### config.mk
export PLATFORM = sky130hd
export DESIGN_NAME = prefix_code_table_decoder_top
export DESIGN_NICKNAME = d
export VERILOG_FILES = /design/src/sv/pctd_pkg.sv /design/src/sv/prefix_code_table_decoder_top.sv /design/src/sv/pctd_cell.sv
export SDC_FILE = /design/constraint.sdc
export NUM_CORES = 2
export LEC_CHECK = 0
export BUFFER_PORTS_ARGS = -buffer_cell sky130_fd_sc_hd__buf_2
export CORE_MARGIN = 3
export CORE_UTILIZATION = 57
export DETAILED_ROUTE_END_ITERATION = 10
export PLACE_DENSITY = 0.86
export SLEW_MARGIN = 20
export SYNTH_ARGS = -nofsm -noshare
export SYNTH_HDL_FRONTEND = slang
export SYNTH_SLANG_ARGS = --single-unit
### constraint.sdc
create_clock -name aclk -period 3.2 [get_ports aclk]
set_input_delay 0.96 -clock aclk [delete_from_list [all_inputs] [get_ports aclk]]
set_output_delay 0.96 -clock aclk [all_outputs]
set_load 0.005 [all_outputs]
### src/sv/pctd_pkg.sv
// shared types and constants for the prefix code table decoder
package pctd_pkg;

    localparam int TABLE_DEPTH  = 64;
    localparam int MAX_CODE_LEN = 16;

    // entries held by one cell of the search chain
    localparam int CELL_ENTRIES = 8;
    localparam int NUM_CELLS    = TABLE_DEPTH / CELL_ENTRIES;

    // field widths
    localparam int IDX_W   = 6;
    localparam int SYM_W   = 8;
    localparam int CODE_W  = 16;
    localparam int LEN_W   = 5;
    localparam int COUNT_W = 7;

    localparam int ACC_W     = MAX_CODE_LEN;
    localparam int CMP_W     = (ACC_W > CODE_W) ? ACC_W : CODE_W;
    localparam int SLOT_W    = $clog2(CELL_ENTRIES);
    localparam int CELL_ID_W = (NUM_CELLS > 1) ? $clog2(NUM_CELLS) : 1;
    localparam int GIDX_W    = $clog2(TABLE_DEPTH) + 1;

    // stream payload layout
    localparam int S_FIELDS_W = IDX_W + SYM_W + CODE_W + LEN_W + 1;
    localparam int S_TDATA_W  = ((S_FIELDS_W + 7) / 8) * 8;
    localparam int M_TDATA_W  = ((SYM_W + 7) / 8) * 8;

    localparam logic REQ_LOAD   = 1'b0;
    localparam logic REQ_DECODE = 1'b1;

    localparam logic STATUS_OK    = 1'b0;
    localparam logic STATUS_ERROR = 1'b1;

    // search token handed from cell to cell
    typedef struct packed {
        logic             valid;
        logic             found;
        logic [SYM_W-1:0] symbol;
    } token_t;

    // table write broadcast to the cells
    typedef struct packed {
        logic              en;
        logic [IDX_W-1:0]  index;
        logic [SYM_W-1:0]  symbol;
        logic [CODE_W-1:0] code;
        logic [LEN_W-1:0]  length;
    } tbl_wr_t;

    typedef enum logic [1:0] {
        ST_IDLE,
        ST_LAUNCH,
        ST_SEARCH,
        ST_RESOLVE
    } state_t;

endpackage

### src/sv/prefix_code_table_decoder_top.sv
// top level of the prefix code table decoder: control, accumulator and cell chain
//
// usage:
//   s_ channel carries one transaction per request. s_tuser selects the kind:
//   0 loads one code table entry, 1 feeds one bit of the coded stream.
//   m_ channel carries decoded symbols (m_tuser = 0) or an error marker
//   (m_tuser = 1, symbol zero) when no code matched within the maximum length.
//   cfg_we / cfg_wdata set the number of table entries searched; write it
//   only while the block is idle.
// flow:
//   a load is taken while idle and produces nothing. a stream bit passes through
//   the launch, search and resolve states: the match token walks the
//   chain of cells one cell per cycle, and the next bit is taken only
//   after the verdict is back, since it depends on whether the accumulator was cleared.
// reset:
//   clears the accumulator, the entry count and all handshake state; table
//   contents are not cleared and must be loaded before use.
// stall:
//   one output register holds a finished result; the next request is still
//   accepted, and a new result waits in the control until the register drains.
module prefix_code_table_decoder_top (
    input  logic                              aclk,
    input  logic                              aresetn,

    // fields from bit 0: entry_index, entry_symbol, entry_code, entry_length,
    // code_bit, zero fill
    input  logic [pctd_pkg::S_TDATA_W-1:0]    s_tdata,
    input  logic                              s_tuser,   // req_type
    input  logic                              s_tvalid,
    output logic                              s_tready,

    output logic [pctd_pkg::M_TDATA_W-1:0]    m_tdata,   // symbol
    output logic                              m_tuser,   // status
    output logic                              m_tvalid,
    input  logic                              m_tready,

    input  logic                              cfg_we,
    input  logic [pctd_pkg::COUNT_W-1:0]      cfg_wdata  // entry_count
);
    import pctd_pkg::*;

    localparam int OFF_SYM  = IDX_W;
    localparam int OFF_CODE = OFF_SYM + SYM_W;
    localparam int OFF_LEN  = OFF_CODE + CODE_W;
    localparam int OFF_BIT  = OFF_LEN + LEN_W;

    state_t state_reg, state_next;

    logic [COUNT_W-1:0] limit_reg, limit_next;
    logic [ACC_W-1:0]   acc_bits_reg, acc_bits_next;
    logic [LEN_W-1:0]   acc_len_reg, acc_len_next;

    logic             res_found_reg, res_found_next;
    logic [SYM_W-1:0] res_sym_reg, res_sym_next;

    logic             m_tvalid_reg, m_tvalid_next;
    logic [SYM_W-1:0] m_sym_reg, m_sym_next;
    logic             m_status_reg, m_status_next;

    // control outputs of the state machine
    logic s_ready_c;
    logic launch_c;
    logic out_load_c;
    logic acc_clear_c;

    logic in_fire;
    logic decode_fire;
    logic out_free;
    logic limit_err;
    logic need_result;

    tbl_wr_t wr;
    token_t  chain [NUM_CELLS+1];

    assign in_fire     = s_tvalid && s_tready;
    assign decode_fire = in_fire && (s_tuser == REQ_DECODE);
    assign out_free    = !m_tvalid_reg || m_tready;
    assign limit_err   = acc_len_reg >= LEN_W'(MAX_CODE_LEN);
    assign need_result = res_found_reg || limit_err;

    // table write broadcast
    assign wr.en     = in_fire && (s_tuser == REQ_LOAD);
    assign wr.index  = s_tdata[IDX_W-1:0];
    assign wr.symbol = s_tdata[OFF_SYM +: SYM_W];
    assign wr.code   = s_tdata[OFF_CODE +: CODE_W];
    assign wr.length = s_tdata[OFF_LEN +: LEN_W];

    // token enters the chain once the new accumulator is in place
    assign chain[0].valid  = launch_c;
    assign chain[0].found  = 1'b0;
    assign chain[0].symbol = '0;

    for (genvar c = 0; c < NUM_CELLS; c++) begin : g_cell
        pctd_cell u_cell (
            .aclk     (aclk),
            .aresetn  (aresetn),
            .cell_id  (CELL_ID_W'(c)),
            .wr       (wr),
            .acc_bits (acc_bits_reg),
            .acc_len  (acc_len_reg),
            .limit    (limit_reg),
            .tok_in   (chain[c]),
            .tok_out  (chain[c+1])
        );
    end

    // next state
    always_comb begin
        state_next = state_reg;
        case (state_reg)
            ST_IDLE: begin
                if (decode_fire) begin
                    state_next = ST_LAUNCH;
                end
            end
            ST_LAUNCH: begin
                state_next = ST_SEARCH;
            end
            ST_SEARCH: begin
                if (chain[NUM_CELLS].valid) begin
                    state_next = ST_RESOLVE;
                end
            end
            ST_RESOLVE: begin
                if (!need_result || out_free) begin
                    state_next = ST_IDLE;
                end
            end
            default: begin
                state_next = ST_IDLE;
            end
        endcase
    end

    // state machine outputs
    always_comb begin
        s_ready_c   = 1'b0;
        launch_c    = 1'b0;
        out_load_c  = 1'b0;
        acc_clear_c = 1'b0;
        case (state_reg)
            ST_IDLE: begin
                s_ready_c = 1'b1;
            end
            ST_LAUNCH: begin
                launch_c = 1'b1;
            end
            ST_SEARCH: begin
            end
            ST_RESOLVE: begin
                out_load_c  = need_result && out_free;
                acc_clear_c = need_result && out_free;
            end
            default: begin
            end
        endcase
    end

    assign s_tready = s_ready_c;

    // entry count, clamped to the table size
    always_comb begin
        limit_next = limit_reg;
        if (cfg_we) begin
            limit_next = (cfg_wdata > COUNT_W'(TABLE_DEPTH)) ? COUNT_W'(TABLE_DEPTH)
                                                            : cfg_wdata;
        end
    end

    // bit accumulator, first bit most significant
    always_comb begin
        acc_bits_next = acc_bits_reg;
        acc_len_next  = acc_len_reg;
        if (decode_fire) begin
            acc_bits_next = {acc_bits_reg[ACC_W-2:0], s_tdata[OFF_BIT]};
            acc_len_next  = acc_len_reg + LEN_W'(1);
        end else if (acc_clear_c) begin
            acc_bits_next = '0;
            acc_len_next  = '0;
        end
    end

    // capture the verdict at the end of the chain
    always_comb begin
        res_found_next = res_found_reg;
        res_sym_next   = res_sym_reg;
        if ((state_reg == ST_SEARCH) && chain[NUM_CELLS].valid) begin
            res_found_next = chain[NUM_CELLS].found;
            res_sym_next   = chain[NUM_CELLS].symbol;
        end
    end

    // output register
    always_comb begin
        m_tvalid_next = m_tvalid_reg;
        m_sym_next    = m_sym_reg;
        m_status_next = m_status_reg;
        if (out_load_c) begin
            m_tvalid_next = 1'b1;
            m_sym_next    = res_found_reg ? res_sym_reg : '0;
            m_status_next = res_found_reg ? STATUS_OK : STATUS_ERROR;
        end else if (m_tready) begin
            m_tvalid_next = 1'b0;
        end
    end

    always_ff @(posedge aclk) begin
        if (!aresetn) begin
            state_reg    <= ST_IDLE;
            limit_reg    <= '0;
            acc_bits_reg <= '0;
            acc_len_reg  <= '0;
            m_tvalid_reg <= 1'b0;
        end else begin
            state_reg    <= state_next;
            limit_reg    <= limit_next;
            acc_bits_reg <= acc_bits_next;
            acc_len_reg  <= acc_len_next;
            m_tvalid_reg <= m_tvalid_next;
        end
        res_found_reg <= res_found_next;
        res_sym_reg   <= res_sym_next;
        m_sym_reg     <= m_sym_next;
        m_status_reg  <= m_status_next;
    end

    assign m_tvalid = m_tvalid_reg;
    assign m_tdata  = M_TDATA_W'(m_sym_reg);
    assign m_tuser  = m_status_reg;

endmodule

### src/sv/pctd_cell.sv
// one search cell: a slice of the code table and one stage of the match chain
module pctd_cell (
    input  logic                          aclk,
    input  logic                          aresetn,
    input  logic [pctd_pkg::CELL_ID_W-1:0] cell_id,
    input  pctd_pkg::tbl_wr_t             wr,
    input  logic [pctd_pkg::ACC_W-1:0]    acc_bits,
    input  logic [pctd_pkg::LEN_W-1:0]    acc_len,
    input  logic [pctd_pkg::COUNT_W-1:0]  limit,
    input  pctd_pkg::token_t              tok_in,
    output pctd_pkg::token_t              tok_out
);
    import pctd_pkg::*;

    logic [SYM_W-1:0]  sym_mem  [CELL_ENTRIES];
    logic [CODE_W-1:0] code_mem [CELL_ENTRIES];
    logic [LEN_W-1:0]  len_mem  [CELL_ENTRIES];

    logic [CELL_ENTRIES-1:0] hit;
    logic                    local_found;
    logic [SYM_W-1:0]        local_sym;
    logic                    wr_here;

    logic             tok_valid_reg, tok_valid_next;
    logic             tok_found_reg, tok_found_next;
    logic [SYM_W-1:0] tok_sym_reg, tok_sym_next;

    assign wr_here = wr.en && (wr.index[IDX_W-1:SLOT_W] == cell_id[IDX_W-SLOT_W-1:0]);

    always_ff @(posedge aclk) begin
        for (int j = 0; j < CELL_ENTRIES; j++) begin
            if (wr_here && (wr.index[SLOT_W-1:0] == SLOT_W'(j))) begin
                sym_mem[j]  <= wr.symbol;
                code_mem[j] <= wr.code;
                len_mem[j]  <= wr.length;
            end
        end
    end

    // parallel compare of the slice against the accumulator
    always_comb begin
        for (int j = 0; j < CELL_ENTRIES; j++) begin
            hit[j] = (GIDX_W'({cell_id, SLOT_W'(j)}) < GIDX_W'(limit))
                  && (len_mem[j] == acc_len)
                  && (CMP_W'(code_mem[j]) == CMP_W'(acc_bits));
        end
    end

    // lowest entry wins
    always_comb begin
        local_found = 1'b0;
        local_sym   = '0;
        for (int j = CELL_ENTRIES - 1; j >= 0; j--) begin
            if (hit[j]) begin
                local_found = 1'b1;
                local_sym   = sym_mem[j];
            end
        end
    end

    always_comb begin
        tok_valid_next = tok_in.valid;
        tok_found_next = tok_found_reg;
        tok_sym_next   = tok_sym_reg;
        if (tok_in.valid) begin
            tok_found_next = tok_in.found || local_found;
            tok_sym_next   = tok_in.found ? tok_in.symbol : local_sym;
        end
    end

    always_ff @(posedge aclk) begin
        if (!aresetn) begin
            tok_valid_reg <= 1'b0;
        end else begin
            tok_valid_reg <= tok_valid_next;
        end
        tok_found_reg <= tok_found_next;
        tok_sym_reg   <= tok_sym_next;
    end

    assign tok_out.valid  = tok_valid_reg;
    assign tok_out.found  = tok_found_reg;
    assign tok_out.symbol = tok_sym_reg;

endmodule
## Word level (Yosys, flattened, before mapping)

Memories as Yosys holds them, arrays and structs flattened.
Cells that the tools add are included.

- Bits in registers: 129
- RAM bits: 1856
- Input port bits: 53
- Output and inout bits: 11
- Word-level logic and storage cells: 1440
- Memories: 24

- $add $sub $neg: 1
- Magnitude comparators: 66
- Equality and inequality tests: 148
- Muxes and demuxes: 775
- Bitwise logic cells: 1
- Reduce and logical (&&, ||, !) cells: 392

Memories:

| memory | depth | width | read ports | clocked after Yosys merged registers in | wr ports | line | source |
|---|---|---|---|---|---|---|---|
| g_cell[0].u_cell.code_mem | 8 | 16 | 8 | 0 | 1 | pctd_cell.sv:16 | `logic [CODE_W-1:0] code_mem [CELL_ENTRIES];` |
| g_cell[1].u_cell.code_mem | 8 | 16 | 8 | 0 | 1 | pctd_cell.sv:16 |  |
| g_cell[2].u_cell.code_mem | 8 | 16 | 8 | 0 | 1 | pctd_cell.sv:16 |  |
| g_cell[3].u_cell.code_mem | 8 | 16 | 8 | 0 | 1 | pctd_cell.sv:16 |  |
| g_cell[4].u_cell.code_mem | 8 | 16 | 8 | 0 | 1 | pctd_cell.sv:16 |  |
| g_cell[5].u_cell.code_mem | 8 | 16 | 8 | 0 | 1 | pctd_cell.sv:16 |  |
| +18 memories | n/a | n/a | n/a | n/a | n/a | n/a |  |

Operator list:

| cell | number |
|---|---|
| 16-bit equality test | 64 |
| 8-bit 2-to-1 mux | 127 |
| 16-bit 2-to-1 mux | 58 |
| 16-bit OR reduction | 56 |
| 3-bit 2-to-1 mux | 168 |
| 8-bit OR reduction | 56 |
| 1-bit 2-to-1 mux | 359 |
| 5-bit equality test | 64 |
| 5-bit 2-to-1 mux | 58 |
| 5-bit OR reduction | 56 |
| 6-bit by 7-bit less-than comparator with 1-bit output (first input constant) | 32 |
| 1-bit logical AND | 205 |
| 5-bit by 7-bit less-than comparator with 1-bit output (first input constant) | 16 |
| 4-bit by 7-bit less-than comparator with 1-bit output (first input constant) | 8 |
| 3-bit by 7-bit less-than comparator with 1-bit output (first input constant) | 4 |
| 3-bit equality test (second input constant) | 8 |
| 1-bit by 7-bit less-than comparator with 1-bit output (first input constant) | 2 |
| 2-bit by 7-bit less-than comparator with 1-bit output (first input constant) | 2 |
| 3-bit by 2-bit equality test with 1-bit output (second input constant) | 4 |
| 1-bit logical OR | 10 |
| 2-bit case mux with 4 select lines | 1 |
| 7-bit > comparator (second input constant) | 1 |
| 7-bit 2-to-1 mux | 1 |
| 7-bit OR reduction | 1 |
| 14 further kinds | 22 |

## Depth between registers and ports, before layout

- Depth after elaboration: 16
- Depth in mapped cells: 13
- Depth with buffers taken out: 8

## Modules after synthesis

A second synthesis with hierarchy kept.

- Cells, all modules: 5485
- Area total of the unflattened synthesis: 85638.4 um^2

Modules (own cells, without submodules):

| module | instances | cells an instance | area each (um^2) | seq. area each (um^2) |
|---|---|---|---|---|
| pctd_cell (g_cell[0].u_cell ...) | 5 | 663 | 10466.3 | 7257.0 |
| pctd_cell (g_cell[5].u_cell ...) | 2 | 663 | 10476.3 | 7257.0 |
| pctd_cell (g_cell[7].u_cell) | 1 | 657 | 10387.5 | 7257.0 |
| prefix_code_table_decoder_top | 1 | 187 | 1966.9 | 1161.1 |

## Worst setup path after synthesis

No wires, ideal clock.

- Kind: input -> register
- Start point: in s_tdata[2] (netlist bit)
- End point: mem g_cell[7].u_cell.code_mem[0][0], enable pin
- Setup time: 0.415 ns
- Arrival: 2.908 ns
- Required time: 2.785 ns
- Path slack: -0.123 ns
- Stages: 4
- Path buffers: 2
- Path through: clkbuf_1 or3_1 clkbuf_1 nor2_1

- Word-level cells in the longest chain between the ends: 12
- Elaborated cells between the ends (all ways): 53
- Those cells by class: 7 x eq/ne; 30 x mux; 16 x reduce/logical

RTL lines:

| item | line | source |
|---|---|---|
| from (decl) | prefix_code_table_decoder_top.sv:27 | `input logic [pctd_pkg::S_TDATA_W-1:0] s_tdata,` |
| 3-bit by 1-bit equality test with 1-bit output | pctd_cell.sv:32 | `if (wr_here && (wr.index[SLOT_W-1:0] == SLOT_W'(j))) begin` |
| 1-bit logical AND | pctd_cell.sv:32 |  |
| 1-bit 2-to-1 mux | pctd_cell.sv:32 |  |
| 1-bit 2-to-1 mux (implied by the code) | pctd_cell.sv:34 | `code_mem[j] <= wr.code;` |
| 16-bit OR reduction (no line) | n/a |  |
| 3-bit 2-to-1 mux (no line) or 1-bit 2-to-1 mux (tied branches) (7 in a row) | n/a |  |
| to (decl) | pctd_cell.sv:16 |  |

Parallel ways exist; a longest one is shown, timed or not.

## Worst setup path in the final report

- Start point: reg acc_bits_reg[2]
- End point: reg g_cell[2].u_cell.tok_sym_reg[6], data pin

- Word-level cells in the longest chain between the ends: 11
- Elaborated cells between the ends (all ways): 25
- Those cells by class: 8 x eq/ne; 9 x mux; 8 x reduce/logical

RTL lines:

| item | line | source |
|---|---|---|
| from (decl) | prefix_code_table_decoder_top.sv:50 | `logic [ACC_W-1:0] acc_bits_reg, acc_bits_next;` |
| from (signal assigned) | prefix_code_table_decoder_top.sv:217 | `acc_bits_reg <= acc_bits_next;` |
| 16-bit equality test | pctd_cell.sv:45 | `&& (CMP_W'(code_mem[j]) == CMP_W'(acc_bits));` |
| 1-bit logical AND | pctd_cell.sv:45 |  |
| 8-bit 2-to-1 mux (7 in a row) | pctd_cell.sv:54 | `if (hit[j]) begin` |
| 8-bit 2-to-1 mux * | pctd_cell.sv:54 |  |
| 8-bit 2-to-1 mux * | pctd_cell.sv:67 | `tok_sym_next = tok_in.found ? tok_in.symbol : local_sym;` |
| to (signal assigned) | pctd_cell.sv:78 | `tok_sym_reg <= tok_sym_next;` |
| to (decl) | pctd_cell.sv:26 | `logic [SYM_W-1:0] tok_sym_reg, tok_sym_next;` |

Every way passes the cells marked *; elsewhere a longest branch is shown, timed or not.
A chain may end at the register's enable or synchronous reset.

==> results.py <==
metrics = {
    "critical_path": {
        "critical_path.startpoint_type": "flip-flop",
        "critPathKind": "flip-flop to flip-flop",
        "r2r-start": "acc_bits_reg[2]",
        "crit_required_ns": 3.87,
        "crit_path_start": "acc_bits_reg[2]",
        "arrival_ns": 3.97,
        "critPathCapture": "g_cell[2].u_cell.tok_sym_reg[6]",
        "rr_worst_depth": 10,
        "rrSetupSlack_ns": -0.1,
        "cp-end-kind": "flip-flop",
        "crit_path_max_fanout": 28,
        "r2r_end": "g_cell[2].u_cell.tok_sym_reg[6]",
    },
    "route": {
        "highest_layer": "met5",
        "wl_per_cell_um": 31.85,
        "wl_met2_um": 115200,
        "wirelength_um": 255000,
        "drt_iter0_drc": 8886,
        "firstDrtPassIters": 8,
        "met3_length_um": 37220,
        "drc_errors": 0,
        "viasPerCell": 6.641,
        "m1WireLength_um": 84650,
        "drtAntennaViolNets": 0,
        "vias": 53165,
    },
    "sta": {
        "max_slew_margin": 0.3450,
        "final_max_slew_viol_count": 0,
        "max_slew.worst_pin.slew_ns": 0.9825,
        "hold_viol": 0,
        "final-setup-viol-count": 2,
        "fin_crit_ns": 3.295,
        "finalWorstSetupSlack_ns": -0.09511,
        "fmax_ghz": 0.3035,
        "rsz0062_at_grt": "yes",
        "fin_worst_skew_ns": 0.04842,
        "post-route-period-util": 1.030,
    },
    "synthesis": {
        "ys.flop_type": "edfxtp_1",
        "ys_types": 99,
        "post-synth-top-count-cell": "edfxtp_1",
        "synth_edf_count": 1946,
        "synth_common_cells": "1946 x edfxtp_1, 738 x xor2_1, 606 x xnor2_1, 224 x nor4_1, 215 x nand2_1",
        "yosysTopAreaCell": "edfxtp_1",
        "synth_area_per_cell_sq_um": 15.47,
        "synthesis.nets": 5496,
        "synth_seq_area_share": 0.7037,
        "synth-seq-cells": 1985,
        "syn-cell-area_sq_mm": 0.08415,
        "yosysTopAreaCellShare": 0.6944,
        "async_reset_ff_frac": 0,
        "yosys_warnings": 0,
        "synth_area_leaders": "edfxtp_1 69%, xor2_1 7.7%, xnor2_1 6.3%, nor4_1 1.7%, nand4_1 1.4%",
        "synth_cells": 5438,
    },
    "power": {
        "p_leak_nw": 32.75,
        "p_per_area_mw_per_mm2": 553.6,
        "p_clk_frac": 0.416,
        "pwr-share-seq": 0.536,
        "vdd_drop_max_mv": 0.5432,
        "swShare": 0.2167,
        "p_sw_w": 0.01166,
        "p_int_w": 0.04213,
        "combPwrFrac": 0.048,
    },
    "status": {
        "violations": "setup timing",
        "outcome": "finished with violations",
    },
    "worst_hold_path": {
        "hold_class": "flip-flop to flip-flop",
    },
    "place": {
        "io_buffer_count": 59,
        "place_congestion": 0.9296,
        "pre_cts_ws_ns": -0.1557,
        "hpwlAfterDp_um": 153900,
    },
    "cells_and_area": {
        "top_register": "g_cell.u_cell.code_mem",
        "final_util": 0.6651,
        "largest_reg_flops": 1024,
        "final_nets": 5984,
        "syn_to_final_growth_pct": 15.47,
        "reg_top3": "g_cell.u_cell.code_mem x1024, g_cell.u_cell.sym_mem x512, g_cell.u_cell.len_mem x320",
        "drive_above_1_share": 0.1622,
    },
    "global_routing": {
        "grt_usage": 0.3315,
        "grt_pass1_vias": 52946,
        "overflow": 0,
        "antenna_found_initial": 20,
        "grt_start_max_net_pins": 65,
        "grt_pass1_wl_um": 362600,
    },
    "floorplanning": {
        "die_w_um": 390.2,
        "ios": 64,
        "die_y_um": 390.2,
        "initial_core_util": 0.5760,
        "design.die.area_sq_mm": 0.1523,
        "rows": 140,
        "core_area_sq_mm": 0.1461,
    },
    "cts": {
        "cts.sinks": 1985,
        "ctsHoldBuffers": 0,
        "path_clk_slew_ns": 0.06,
        "htreeDepth": 4,
        "clockRootBuffer": "clkbuf_16",
        "clk_latency_ns": 0.84,
        "cts_tree": "built",
        "cts_buffers": 187,
        "clockBufferDepth": 3,
    },
    "run": {
        "drv_cap": 0,
    },
}
[cells by family (layout without fill, tap and decap cells)]
kind of cell | count (synthesis) | count (layout) | synth area share
AND/OR/NAND/NOR | 1276 | 1276 | 0.08628
multiplexers | 20 | 20 | 0.002379
flip-flops | 1985 | 1985 | 0.7037
XOR/XNOR | 1344 | 1344 | 0.1399
buffers and inverters | 306 | 947 | 0.02455
adder cells (fa/ha/maj) | 5 | 5 | 0.0007434
other | 0 | 10 | 0
AO/OA/AOI/OAI | 502 | 502 | 0.04248
[cells in the final DEF, fill, tap and decap left out, drive strengths merged, types with 12 or more instances in the layout]
cell type  count
o21ai         89
a2111oi       24
a22oi         16
inv           72
nor4b         12
nand3b        15
bufinv        21
nor3          70
o211ai        16
nor3b         24
edfxtp      1946
nand4        187
o22ai         15
a221oi        31
o31ai         20
o31a          13
a211oi        23
nand3        101
clkinv        71
or2           17
xnor2        606
and3          24
a21o          12
mux2i         20
and2          44
dfxtp         39
nor4         245
or3           21
a22o          13
nand2b        23
or4           23
buf          537
nand2        216
o2111ai       18
clkbuf       239
a21boi        20
a21oi        106
xor2         738
nor2         203
[power groups by stage]
stage,Sequential (W),Clock [W],Combinational (W)
2_1_floorplan,0.0294,0,0.000941
3_5_place_dp,0.0294,0,0.00242
5_1_grt,0.0288,0.0234,0.00258
6_report,0.0288,0.0224,0.00257
4_1_cts,0.0288,0.0224,0.00245
3_3_place_gp,0.0294,0,0.00235
[what timing repair did]
| action | 4_1_cts | 5_1_grt |
|---|---|---|
| resized for setup | 10 | 34 |
| setup endpoints to repair | 30 | 50 |
| buffers inserted | 2 | 18 |
| pin swaps | 1 | 7 |
[worst min path at each step]
stage	from	endpoint	depth (start not counted)
3_3_place_gp	g_cell[7].u_cell.tok_sym_reg[5]	res_sym_reg[5]	0
4_1_cts	g_cell[7].u_cell.tok_sym_reg[0]	res_sym_reg[0]	0
6_report	g_cell[7].u_cell.tok_sym_reg[0]	res_sym_reg[0]	0
3_5_place_dp	g_cell[7].u_cell.tok_sym_reg[0]	res_sym_reg[0]	0
5_1_grt	g_cell[7].u_cell.tok_sym_reg[0]	res_sym_reg[0]	0
2_1_floorplan	g_cell[7].u_cell.tok_found_reg	res_found_reg	0
[cell type report]
type	instances	area (sq um)
antenna	10	25.02
clock buffer	239	5009
clock inverter	103	1082
fill	9075	48920
inverter	68	255.2
multi-input combinational	3147	23260
sequential	1985	59300
tap	1917	2399
timing repair buffer	537	5846
[per-stage QoR]
step           TNS, ns  total power [W]  instance area, sq um  hold slack (ns)  cells
4_1_cts              0          0.05368                 96790           0.4148   7978
6_report       -0.1095          0.05379                 97170           0.4179   8006
3_5_place_dp   -0.8517          0.03181                 90620           0.4045   7634
5_1_grt        -0.1113          0.05481                 97140           0.4160   7996
2_1_floorplan  -100.18          0.03029                 84170           0.4003   5438
3_3_place_gp    -2.422          0.03173                 90620           0.4022   7634
[routing by layer]
metal,track usage,vias to the layer above
li1,-,21406
met1,0.4311,25989
met2,0.5091,4658
met3,0.08384,1106
met4,0.1944,6
met5,0,-
[worst max-delay path, cell delays in order (launching register included)]
cell	delay, ns
dfxtp_4	0.37
buf_12	0.32
buf_4	0.30
xor2_1	0.10
nor4_1	0.57
nand4_1	0.29
nor2_1	0.27
nand3_1	0.19
and3_1	0.22
o31a_1	0.36
o21ai_1	0.12
Note: power is estimated with default switching activity, not from simulation.
